<file path="src/mcid_pkg.sv">
// ----------------------------------------------------------------------------
// mcid_pkg
// Shared types and constants of the multi-channel input debouncer.
// ----------------------------------------------------------------------------
`timescale 1ns / 1ps
`default_nettype none

package mcid_pkg;

  localparam int unsigned NCH_MAX    = 3;
  localparam int unsigned CFG_W      = 8;
  localparam int unsigned APB_AW     = 5;
  localparam int unsigned APB_DW     = 32;
  localparam int unsigned IN_TDATA_W = 8;
  localparam int unsigned OUT_TDATA_W = 8;

  typedef logic [1:0]       level_t;
  typedef logic [CFG_W-1:0] cfg_byte_t;

  localparam level_t LVL_LOW     = 2'd0;
  localparam level_t LVL_HIGH    = 2'd1;
  localparam level_t LVL_UNKNOWN = 2'd2;

  // register indexes
  localparam logic [2:0] REG_STARTUP   = 3'd0;
  localparam logic [2:0] REG_PERIOD_0  = 3'd1;
  localparam logic [2:0] REG_PERIOD_1  = 3'd2;
  localparam logic [2:0] REG_PERIOD_2  = 3'd3;
  localparam logic [2:0] REG_CONFIRM_0 = 3'd4;
  localparam logic [2:0] REG_CONFIRM_1 = 3'd5;
  localparam logic [2:0] REG_CONFIRM_2 = 3'd6;

  localparam cfg_byte_t RST_STARTUP   = 8'd20;
  localparam cfg_byte_t RST_PERIOD_0  = 8'd20;
  localparam cfg_byte_t RST_PERIOD_1  = 8'd20;
  localparam cfg_byte_t RST_PERIOD_2  = 8'd5;
  localparam cfg_byte_t RST_CONFIRM_0 = 8'd3;
  localparam cfg_byte_t RST_CONFIRM_1 = 8'd3;
  localparam cfg_byte_t RST_CONFIRM_2 = 8'd2;

  typedef struct packed {
    logic                          startup_wr;
    cfg_byte_t                     startup_ticks;
    logic [NCH_MAX-1:0][CFG_W-1:0] sample_period;
    logic [NCH_MAX-1:0][CFG_W-1:0] confirm_count;
  } cfg_t;

endpackage

`default_nettype wire

</file>
<file path="src/mcid_regs.sv">
// ----------------------------------------------------------------------------
// mcid_regs
// APB register file holding start-up and per-channel debounce settings.
// ----------------------------------------------------------------------------
`timescale 1ns / 1ps
`default_nettype none

module mcid_regs (
  input  wire logic                          clk_i,
  input  wire logic                          rst_ni,
  input  wire logic                          psel,
  input  wire logic                          penable,
  input  wire logic                          pwrite,
  input  wire logic [mcid_pkg::APB_AW-1:0]   paddr,
  input  wire logic [mcid_pkg::APB_DW-1:0]   pwdata,
  output logic      [mcid_pkg::APB_DW-1:0]   prdata,
  output logic                               pready,
  output mcid_pkg::cfg_t                     cfg_o
);
  import mcid_pkg::*;

  logic       wr_en;
  logic [2:0] idx;
  cfg_byte_t  wval;
  cfg_byte_t  startup_q;
  logic [NCH_MAX-1:0][CFG_W-1:0] period_q;
  logic [NCH_MAX-1:0][CFG_W-1:0] confirm_q;
  cfg_byte_t  rval;

  assign pready = 1'b1;
  assign wr_en  = psel & penable & pwrite & pready;
  assign idx    = paddr[4:2];
  assign wval   = pwdata[CFG_W-1:0];

  always_ff @(posedge clk_i or negedge rst_ni) begin
    if (!rst_ni) begin
      startup_q    <= RST_STARTUP;
      period_q[0]  <= RST_PERIOD_0;
      period_q[1]  <= RST_PERIOD_1;
      period_q[2]  <= RST_PERIOD_2;
      confirm_q[0] <= RST_CONFIRM_0;
      confirm_q[1] <= RST_CONFIRM_1;
      confirm_q[2] <= RST_CONFIRM_2;
    end else if (wr_en) begin
      unique case (idx)
        REG_STARTUP:   startup_q    <= wval;
        REG_PERIOD_0:  period_q[0]  <= wval;
        REG_PERIOD_1:  period_q[1]  <= wval;
        REG_PERIOD_2:  period_q[2]  <= wval;
        REG_CONFIRM_0: confirm_q[0] <= wval;
        REG_CONFIRM_1: confirm_q[1] <= wval;
        REG_CONFIRM_2: confirm_q[2] <= wval;
        default: ;
      endcase
    end
  end

  always_comb begin
    unique case (idx)
      REG_STARTUP:   rval = startup_q;
      REG_PERIOD_0:  rval = period_q[0];
      REG_PERIOD_1:  rval = period_q[1];
      REG_PERIOD_2:  rval = period_q[2];
      REG_CONFIRM_0: rval = confirm_q[0];
      REG_CONFIRM_1: rval = confirm_q[1];
      REG_CONFIRM_2: rval = confirm_q[2];
      default:       rval = '0;
    endcase
  end

  assign prdata = {{(APB_DW-CFG_W){1'b0}}, rval};

  assign cfg_o.startup_wr    = wr_en && (idx == REG_STARTUP);
  assign cfg_o.startup_ticks = wval;
  assign cfg_o.sample_period = period_q;
  assign cfg_o.confirm_count = confirm_q;

endmodule

`default_nettype wire

</file>
<file path="src/mcid_channel.sv">
// ----------------------------------------------------------------------------
// mcid_channel
// One debounce channel: sample timer, match counter and stable level.
// ----------------------------------------------------------------------------
`timescale 1ns / 1ps
`default_nettype none

module mcid_channel (
  input  wire logic                 clk_i,
  input  wire logic                 rst_ni,
  input  wire logic                 step_i,
  input  wire logic                 level_i,
  input  wire mcid_pkg::cfg_byte_t  period_i,
  input  wire mcid_pkg::cfg_byte_t  confirm_i,
  output mcid_pkg::level_t          stable_d_o
);
  import mcid_pkg::*;

  cfg_byte_t timer_q, timer_d;
  cfg_byte_t match_q, match_d;
  level_t    last_q, last_d;
  level_t    stable_q, stable_d;
  level_t    lvl;
  logic      take;

  assign lvl  = {1'b0, level_i};
  assign take = step_i && (timer_q == '0);

  always_comb begin
    timer_d  = timer_q;
    match_d  = match_q;
    last_d   = last_q;
    stable_d = stable_q;
    if (step_i) begin
      if (take) begin
        timer_d = period_i;
        if (lvl == last_q) begin
          if (match_q < confirm_i) match_d = match_q + 8'd1;
        end else begin
          match_d = 8'd1;
        end
        last_d = lvl;
        if (match_d >= confirm_i) stable_d = lvl;
      end else begin
        timer_d = timer_q - 8'd1;
      end
    end
  end

  always_ff @(posedge clk_i or negedge rst_ni) begin
    if (!rst_ni) begin
      timer_q  <= '0;
      match_q  <= 8'd1;
      last_q   <= LVL_UNKNOWN;
      stable_q <= LVL_UNKNOWN;
    end else begin
      timer_q  <= timer_d;
      match_q  <= match_d;
      last_q   <= last_d;
      stable_q <= stable_d;
    end
  end

  assign stable_d_o = stable_d;

endmodule

`default_nettype wire

</file>
<file path="src/multi_channel_input_debouncer.sv">
// ----------------------------------------------------------------------------
// multi_channel_input_debouncer
// Start-up wait, per-channel sampled debounce and registered result beat.
// ----------------------------------------------------------------------------
// Usage: each input beat on the s_axis channel is one tick carrying the raw
// levels of up to three pins. Every accepted beat yields exactly one result
// beat on m_axis with the debounced state of each channel (low, high or
// unknown) and a polling-active flag.
// The result of a tick is in the output register the cycle after it is
// accepted. Throughput is one beat per cycle while m_axis_tready is high;
// the limit is the single output register, which is refilled in the cycle it
// is taken. When the receiver stalls, the output beat holds and
// s_axis_tready drops until it is taken.
// Reset loads the register defaults, reloads the start-up counter, sets all
// channels to unknown and empties the output register. Ticks during the
// start-up wait produce beats too, with polling inactive. The user must
// write the APB port only while no beat is in flight, which is not enforced.
// A start-up register write also reloads the counter while polling is off.
// ----------------------------------------------------------------------------
`timescale 1ns / 1ps
`default_nettype none

module multi_channel_input_debouncer #(
  parameter int unsigned CHANNELS = mcid_pkg::NCH_MAX
) (
  input  wire logic                             clk_i,
  input  wire logic                             rst_ni,
  // apb
  input  wire logic                             psel,
  input  wire logic                             penable,
  input  wire logic                             pwrite,
  input  wire logic [mcid_pkg::APB_AW-1:0]      paddr,
  input  wire logic [mcid_pkg::APB_DW-1:0]      pwdata,
  output logic      [mcid_pkg::APB_DW-1:0]      prdata,
  output logic                                  pready,
  // input ticks
  input  wire logic                             s_axis_tvalid,
  output logic                                  s_axis_tready,
  // level_0, level_1, level_2, zero pad
  input  wire logic [mcid_pkg::IN_TDATA_W-1:0]  s_axis_tdata,
  // results
  output logic                                  m_axis_tvalid,
  input  wire logic                             m_axis_tready,
  // stable_0[1:0], stable_1[3:2], stable_2[5:4], polling_active, zero pad
  output logic      [mcid_pkg::OUT_TDATA_W-1:0] m_axis_tdata
);
  import mcid_pkg::*;

  cfg_t      cfg;
  logic      accept;
  logic      step;
  cfg_byte_t startup_q, startup_d;
  logic      polling_q, polling_d;
  level_t [NCH_MAX-1:0] stable_d;
  logic      out_valid_q;
  logic [OUT_TDATA_W-1:0] out_data_q;

  mcid_regs u_regs (
    .clk_i   (clk_i),
    .rst_ni  (rst_ni),
    .psel    (psel),
    .penable (penable),
    .pwrite  (pwrite),
    .paddr   (paddr),
    .pwdata  (pwdata),
    .prdata  (prdata),
    .pready  (pready),
    .cfg_o   (cfg)
  );

  assign s_axis_tready = !out_valid_q || m_axis_tready;
  assign accept        = s_axis_tvalid && s_axis_tready;
  assign step          = accept && polling_q;

  always_comb begin
    startup_d = startup_q;
    polling_d = polling_q;
    if (accept && !polling_q) begin
      if (startup_q != '0) startup_d = startup_q - 8'd1;
      if (startup_d == '0) polling_d = 1'b1;
    end else if (cfg.startup_wr && !polling_q) begin
      startup_d = cfg.startup_ticks;
    end
  end

  for (genvar g = 0; g < NCH_MAX; g++) begin : g_ch
    if (g < CHANNELS) begin : g_used
      mcid_channel u_ch (
        .clk_i      (clk_i),
        .rst_ni     (rst_ni),
        .step_i     (step),
        .level_i    (s_axis_tdata[g]),
        .period_i   (cfg.sample_period[g]),
        .confirm_i  (cfg.confirm_count[g]),
        .stable_d_o (stable_d[g])
      );
    end else begin : g_unused
      assign stable_d[g] = LVL_UNKNOWN;
    end
  end

  always_ff @(posedge clk_i or negedge rst_ni) begin
    if (!rst_ni) begin
      startup_q   <= RST_STARTUP;
      polling_q   <= 1'b0;
      out_valid_q <= 1'b0;
    end else begin
      startup_q <= startup_d;
      polling_q <= polling_d;
      if (accept) begin
        out_valid_q <= 1'b1;
      end else if (m_axis_tready) begin
        out_valid_q <= 1'b0;
      end
    end
  end

  always_ff @(posedge clk_i) begin
    if (accept) begin
      out_data_q <= {1'b0, polling_d, stable_d[2], stable_d[1], stable_d[0]};
    end
  end

  assign m_axis_tvalid = out_valid_q;
  assign m_axis_tdata  = out_data_q;

  // polling never switches off without reset
  a_polling_sticky : assert property (@(posedge clk_i) disable iff (!rst_ni)
    polling_q |=> polling_q)
    else $error("polling switched off");

  // an accepted tick always leaves a result beat
  a_accept_result : assert property (@(posedge clk_i) disable iff (!rst_ni)
    accept |=> m_axis_tvalid)
    else $error("accepted beat produced no result");

  // before polling, every channel reads unknown
  a_unknown_startup : assert property (@(posedge clk_i) disable iff (!rst_ni)
    (m_axis_tvalid && !m_axis_tdata[6]) |->
      (m_axis_tdata[1:0] == LVL_UNKNOWN && m_axis_tdata[3:2] == LVL_UNKNOWN &&
       m_axis_tdata[5:4] == LVL_UNKNOWN))
    else $error("channel state known before polling");

  // the start-up counter is zero once polling runs
  a_startup_done : assert property (@(posedge clk_i) disable iff (!rst_ni)
    polling_q |-> (startup_q == '0))
    else $error("polling with start-up counter running");

endmodule

`default_nettype wire

</file>
<file path="config.mk">
export PLATFORM = sky130hd
export DESIGN_NAME = multi_channel_input_debouncer
export DESIGN_NICKNAME = d
export VERILOG_FILES = /design/src/mcid_pkg.sv /design/src/mcid_regs.sv /design/src/mcid_channel.sv /design/src/multi_channel_input_debouncer.sv
export SDC_FILE = /design/constraint.sdc
export NUM_CORES = 1
export LEC_CHECK = 0
export BUFFER_PORTS_ARGS = -buffer_cell sky130_fd_sc_hd__clkbuf_2
export CORE_MARGIN = 3
export CORE_UTILIZATION = 40
export DETAILED_ROUTE_END_ITERATION = 8
export GPL_ROUTABILITY_DRIVEN = 0
export PLACE_DENSITY = 0.61
export SETUP_SLACK_MARGIN = 0.15
export SLEW_MARGIN = 20
export SYNTH_ARGS = -nofsm -noshare
export SYNTH_HDL_FRONTEND = slang
export SYNTH_SLANG_ARGS = --single-unit
</file>
<file path="constraint.sdc">
create_clock -name clk_i -period 5 [get_ports clk_i]
set_clock_uncertainty 0.2 [all_clocks]
set_input_delay 0.75 -clock clk_i [delete_from_list [all_inputs] [get_ports clk_i]]
set_output_delay 0.75 -clock clk_i [all_outputs]
set_load 0.02 [all_outputs]
</file>
-- Word-level counts from Yosys, hierarchy flattened
Index checks and enable logic that the tools add are counted.
- word-level logic and storage cells: 109
- bits in registers: 133
- output and inout port bits: 43
- bitwise gates (word level): 2
- reductions and logical operators: 29
- add/sub/neg operators: 7
- eq/ne operators: 9
- magnitude comparators: 6
- muxes and demuxes: 33
- operators by type and width (operator ; number):
    two-way mux 8 bit ; 19
    one-hot mux 8 bit (7 select lines) ; 1
    logical NOT 8 bit ; 4
    subtractor 8 x 1 -> 8 bit, second input constant ; 4
    adder 8 x 1 -> 8 bit, second input constant ; 3
    greater-or-equal comparator 8 bit ; 3
    < comparator 8 bit ; 3
    AND reduction 2 bit ; 10
    two-way mux 2 bit ; 9
    equality test 3 bit, second input constant ; 3
    logical AND 1 bit ; 8
    nonzero test 8 bit ; 1
    equality test 1 x 2 -> 1 bit ; 3
    equality test 3 x 2 -> 1 bit, second input constant ; 2
    two-way mux 1 bit ; 4
    nonzero test 2 bit ; 2
    equality test 3 x 1 -> 1 bit, second input constant ; 1
    logical NOT 3 bit ; 1
    AND 1 bit ; 2
    logical NOT 1 bit ; 2
    logical OR 1 bit ; 1

-- Depth between registers and ports, before layout
- depth after elaboration: 11
- mapped depth: 14
- gate-level depth less buffers: 13

-- By module
Synthesis repeated with hierarchy kept, for this count alone.
- cells, all modules: 882
- area, all modules: 8795.9 sq um
- by module, submodules not included (module ; instances ; sequential area each (sq um) ; cells an instance ; area each (sq um)):
    mcid_channel at g_ch[0].g_used.u_ch ... ; 2 ; 504.2 ; 184 ; 1626.6
    mcid_regs ; 1 ; 1417.6 ; 235 ; 3030.4
    mcid_channel at g_ch[1].g_used.u_ch ; 1 ; 504.2 ; 185 ; 1575.3
    multi_channel_input_debouncer ; 1 ; 462.9 ; 94 ; 937.1

-- Worst setup path after synthesis
Ideal clock, no wire load.
- path kind: reg-to-reg
- from: register u_regs.confirm_q, in the netlist u_regs.cfg_o[1]
- to: register out_data_q[0] (netlist: m_axis_tdata[0]) (data pin)
- buffers on the path: 0
- data arrival time: 3337 ps
- slack: 1200 ps
- cell stages (with the launch flop): 14
- period minus slack after synthesis: 3800 ps
- path through: dfstp_2 inv_1 ha_1 or4_4 a21oi_4 o31ai_1 xnor2_1 nor2_1 ha_1 nand2b_1 a2111oi_0 nor3_1 o31ai_1 mux2_2
- word-level cells in the longest chain between the ends: 9
- ends and longest elaborated chain (item ; line ; RTL):
    from (decl) ; mcid_regs.sv:27 ; logic [NCH_MAX-1:0][CFG_W-1:0] confirm_q;
    < comparator 8 bit ; mcid_channel.sv:38 ; if (match_q < confirm_i) match_d = match_q + 8'd1;
    two-way mux 8 bit ; mcid_channel.sv:38 ;
    two-way mux 8 bit ; mcid_channel.sv:37 ; if (lvl == last_q) begin
    two-way mux 8 bit ; mcid_channel.sv:35 ; if (take) begin
    two-way mux 8 bit ; mcid_channel.sv:34 ; if (step_i) begin
    greater-or-equal comparator 8 bit (*) ; mcid_channel.sv:43 ; if (match_d >= confirm_i) stable_d = lvl;
    two-way mux 2 bit (*) ; mcid_channel.sv:43 ;
    two-way mux 2 bit (*) ; mcid_channel.sv:35 ;
    two-way mux 2 bit (*) ; mcid_channel.sv:34 ;
    net g_ch[0].g_used.u_ch.stable_d_o[0] ; mcid_channel.sv:15 ; output mcid_pkg::level_t stable_d_o
    to (signal assigned) ; multi_channel_input_debouncer.sv:120 ; out_data_q <= {1'b0, polling_d, stable_d[2], stable_d[1], stable_d[0]};
    to (decl) ; multi_channel_input_debouncer.sv:56 ; logic [OUT_TDATA_W-1:0] out_data_q;
The timed path passes the listed nets; every way through them passes the cells marked *. The select of a mux whose other input is x is not followed.
A chain may end at the register's enable or synchronous reset.

-- Final worst setup path
- from: register g_ch[0].g_used.u_ch.match_q[3]
- to: register out_data_q[0] (netlist: m_axis_tdata[0]) (data pin)
- word-level cells in the longest chain between the ends: 9
- elaborated cells on any way between the ends: 10
- those cells by class: add/sub: 1; order compare: 2; mux: 7
- ends and longest elaborated chain (item ; line ; RTL):
    from (decl) ; mcid_channel.sv:20 ; cfg_byte_t match_q, match_d;
    from (signal assigned) ; mcid_channel.sv:58 ; match_q <= match_d;
    adder 8 x 1 -> 8 bit / < comparator 8 bit (equally long branches) ; mcid_channel.sv:38 ;
    two-way mux 8 bit (*) ; mcid_channel.sv:38 ;
    two-way mux 8 bit (*) ; mcid_channel.sv:37 ;
    two-way mux 8 bit (*) ; mcid_channel.sv:35 ;
    two-way mux 8 bit (*) ; mcid_channel.sv:34 ;
    greater-or-equal comparator 8 bit (*) ; mcid_channel.sv:43 ;
    two-way mux 2 bit (*) ; mcid_channel.sv:43 ;
    two-way mux 2 bit (*) ; mcid_channel.sv:35 ;
    two-way mux 2 bit (*) ; mcid_channel.sv:34 ;
    net g_ch[0].g_used.u_ch.stable_d_o[0] ; mcid_channel.sv:15 ;
Marks and branches as above.

==> results.toml <==
[status]
status = "complete, no violations"

[grt]
overflow = 0
grt_first_pass_wirelength_mm = 33.0
antenna_found_initial = 0
grt_max_degree = 99
grt_pass1_vias = 6088
grtUsageTotal_pct = 18.4

[floorplanning]
io_pins = 95
row_count = 52
start_util_pct = 41.3
chipHeight_microns = 151
core-area_sq_um = 20500
dieArea_sq_um = 22900
die_w_microns = 151

[yosys]
syn_area_per_cell_sq_um = 9.54
synth_flop_cell = "dfrtp_1"
yosys.area_share.xor_xnor_pct = 1.24
synth-adder-area-share_pct = 7.83
synthTopCellsByArea = "dfrtp_1 (30%), ha_1 (7.8%), dfstp_2 (7.4%)"
yosysSeqAreaShare_pct = 40.1
ys_async_sr_fraction_pct = 94.7
yosys.area.top_type = "dfrtp_1"
synth_simple_gate_area_share_pct = 18.1
synth-seq-cells = 133
yosysUniqueCellTypes = 78
synth-compound-area-share_pct = 17.0
synth_top_family_by_area = "simple AND/OR/NAND/NOR gates"
synth_edf_count = 7
synth.cell_area_sq_um = 8470
ys.warnings.count = 0
synthMuxAreaShare_pct = 9.10
synth_cells = 887
synth_top_area_share_pct = 30.2

[drt]
vias_per_cell = 5.53
drt_iter0_markers = 395
ant_nets = 0
drtPass1Iterations = 4
wirelength_mm = 20.5
drc = 0
wl_per_cell_microns = 17.1
vias = 6614

[power]
leakagePower_nw = 4.26
ir_drop_mv = 0.245
pwr_density_cell_nw_per_um2 = 432

[critical_path]
path_cells = "ha_1 > o21a_1 > a21oi_1 > o31ai_1 > xnor2_1 > nor2_1 > ha_1 > nand2b_1 > a2111oi_0 > nor3_1 > o31ai_1 > mux2_2"
worst-path-buf-inv = 0
crit_family = "compound AO/OA/AOI/OAI gates"
start_kind = "flop"
critPathMaxFanout = 9
worst_path_max_delay_cell = "o31ai_1"
cp.required_ns = 4.97
max_stage_delay_ns = 0.78
criticalPathCategory = "flop to flop"
arrival_ns = 4.28
critPathCaptureType = "flop"

[clocking]
cts_setup_buffers = 0
ctsRootBufferMaster = "clkbuf_16"
cts_buffer_depth = 2
cts_num_sinks = 133
cts_hold_buf = 0
cts_made_buffers = 17
cts_tree = "done"
clk_latency_ns = 0.42
cts-resized-gates = 0
clk_pin_slew_ns = 0.06
cts_max_level = 4

[sta]
post-route-period-util_pct = 86.1
fmax_mhz = 232
rsz0062_at_grt = "no"
finalCriticalPeriod_ns = 4.30
slew_headroom_pct = 34.4
post-route-worst-setup-slack_ns = 0.697
hold_violations = 0
tightest_slew_ns = 0.982
drv_slew = 0
setup_violations = 0
tns_ns = 0
hold_slack_ns = 0.194

[place]
post-place-ws_ns = 0.733
hpwl_mm = 14.6
portBuffers = 37

[final_layout]
final_nets = 1019
syn_to_final_growth_pct = 11.3
drive_gt1_share_pct = 18.2
fillers = 1910
diodes = 0

[job]
cap_violations = 0

[worst_hold_path]
min_path_type = "primary input to async pin"
state kept, by name (all words and copies together), names as in the netlist:
signal,cells
u_regs.cfg_o,48
g_ch.g_used.u_ch.match_q,24
g_ch.g_used.u_ch.timer_q,24
startup_q,8
u_regs.startup_q,8
m_axis_tdata,7
g_ch.g_used.u_ch.last_q,6
g_ch.g_used.u_ch.stable_q,6
m_axis_tvalid,1
polling_q,1
routing by layer:
metal  wire length (microns)  part of all wire (%)  up-vias  track usage (%)
li1                        -                     -     3248                -
met1                    9670                    47     3191             26.9
met2                    9450                    46      152             27.8
met3                    1020                   5.0       23             3.00
met4                     338                   1.7        0             6.12
met5                       0                     0        -                0
cells in the final DEF, fill, tap and decap left out, types with 4 or more instances in the layout:
cell type	count
a21o_1	7
a21oi_1	48
a22o_1	5
a22oi_1	5
a31oi_1	4
and2_1	11
and3_1	4
buf_4	10
bufinv_16	4
clkbuf_16	17
clkbuf_2	36
conb_1	26
dfrtp_1	102
dfstp_2	24
edfxtp_1	7
ha_1	53
inv_1	47
inv_6	4
mux2_2	40
mux2i_1	14
mux4_2	8
nand2_1	88
nand2b_1	10
nand3_1	14
nand4_1	17
nor2_1	57
nor2b_1	9
nor3_1	26
nor3b_1	4
nor4_1	7
o211ai_1	16
o21a_1	10
o21ai_0	75
o311ai_0	5
o31ai_1	7
or3_1	17
or4_1	13
xnor2_1	9
cell families (layout without fill, tap and decap cells):
kind of cell    count (synthesis)  count (layout)
mux                            62              62
simple gates                  293             293
compound gates                220             220
xor+xnor                       12              12
flops                         133             133
fa+ha+maj                      53              53
other cells                     2              26
buf+inv                       112             128
per-stage QoR:
step	cells	power, mW	util (%)	cell area (sq um)
finish	1197	4.07	46.0	9430
global placement	1165	2.69	42.9	8790
detailed placement	1165	2.72	42.9	8790
CTS	1197	4.10	46.0	9430
floorplan	911	2.43	-	8560
global route	1197	4.34	46.0	9430
worst reg2reg max path, cell delays in order (launching register included):
cell	delay [ns]
dfrtp_1	0.46
ha_1	0.31
o21a_1	0.12
a21oi_1	0.13
o31ai_1	0.78
xnor2_1	0.20
nor2_1	0.07
ha_1	0.27
nand2b_1	0.14
a2111oi_0	0.41
nor3_1	0.11
o31ai_1	0.44
mux2_2	0.40
path summary, 6_finish.rpt:
kind | from | to | slack (ns) | cells after the start
max in group asynchronous | rst_ni | g_ch[0].g_used.u_ch.stable_q[1] | 3.41 | 2
max | g_ch[0].g_used.u_ch.match_q[3] | m_axis_tdata[0] | 0.70 | 12
min reg2reg | g_ch[0].g_used.u_ch.stable_q[1] | g_ch[0].g_used.u_ch.stable_q[1] | 0.29 | 1
min | rst_ni | g_ch[2].g_used.u_ch.match_q[7] | 0.19 | 1
min in group clk_i | g_ch[0].g_used.u_ch.stable_q[1] | g_ch[0].g_used.u_ch.stable_q[1] | 0.29 | 1
max reg2reg | g_ch[0].g_used.u_ch.match_q[3] | m_axis_tdata[0] | 0.70 | 12
synthesized netlist by cell type, types with 13 or more instances:
cell      count
nor3_1       26
mux2i_1      14
o211ai_1     16
dfstp_2      24
mux2_2       40
dfrtp_1     102
or3_1        17
nand3_1      14
ha_1         53
a21oi_1      48
or4_1        13
inv_1        47
nand4_1      17
nand2_1      88
clkbuf_1     21
o21ai_0      75
nor2_1       57
buf_4        29
power by group:
group | total, mW | switching, mW | internal, mW
Combinational | 1.10 | 0.634 | 0.467
Clock | 1.36 | 0.505 | 0.856
Sequential | 1.61 | 0.259 | 1.35
Total | 4.07 | 1.40 | 2.68
cell type report:
class | count | area, sq um | area share [%]
clock inverter | 13 | 194 | 2.06
sequential | 133 | 3390 | 36.0
multi-input combinational | 666 | 4610 | 48.9
tap | 270 | 338 | 3.58
inverter | 49 | 184 | 1.95
timing repair buffer | 47 | 267 | 2.83
clock buffer | 19 | 443 | 4.70
Power figures use the tool's default switching activity.
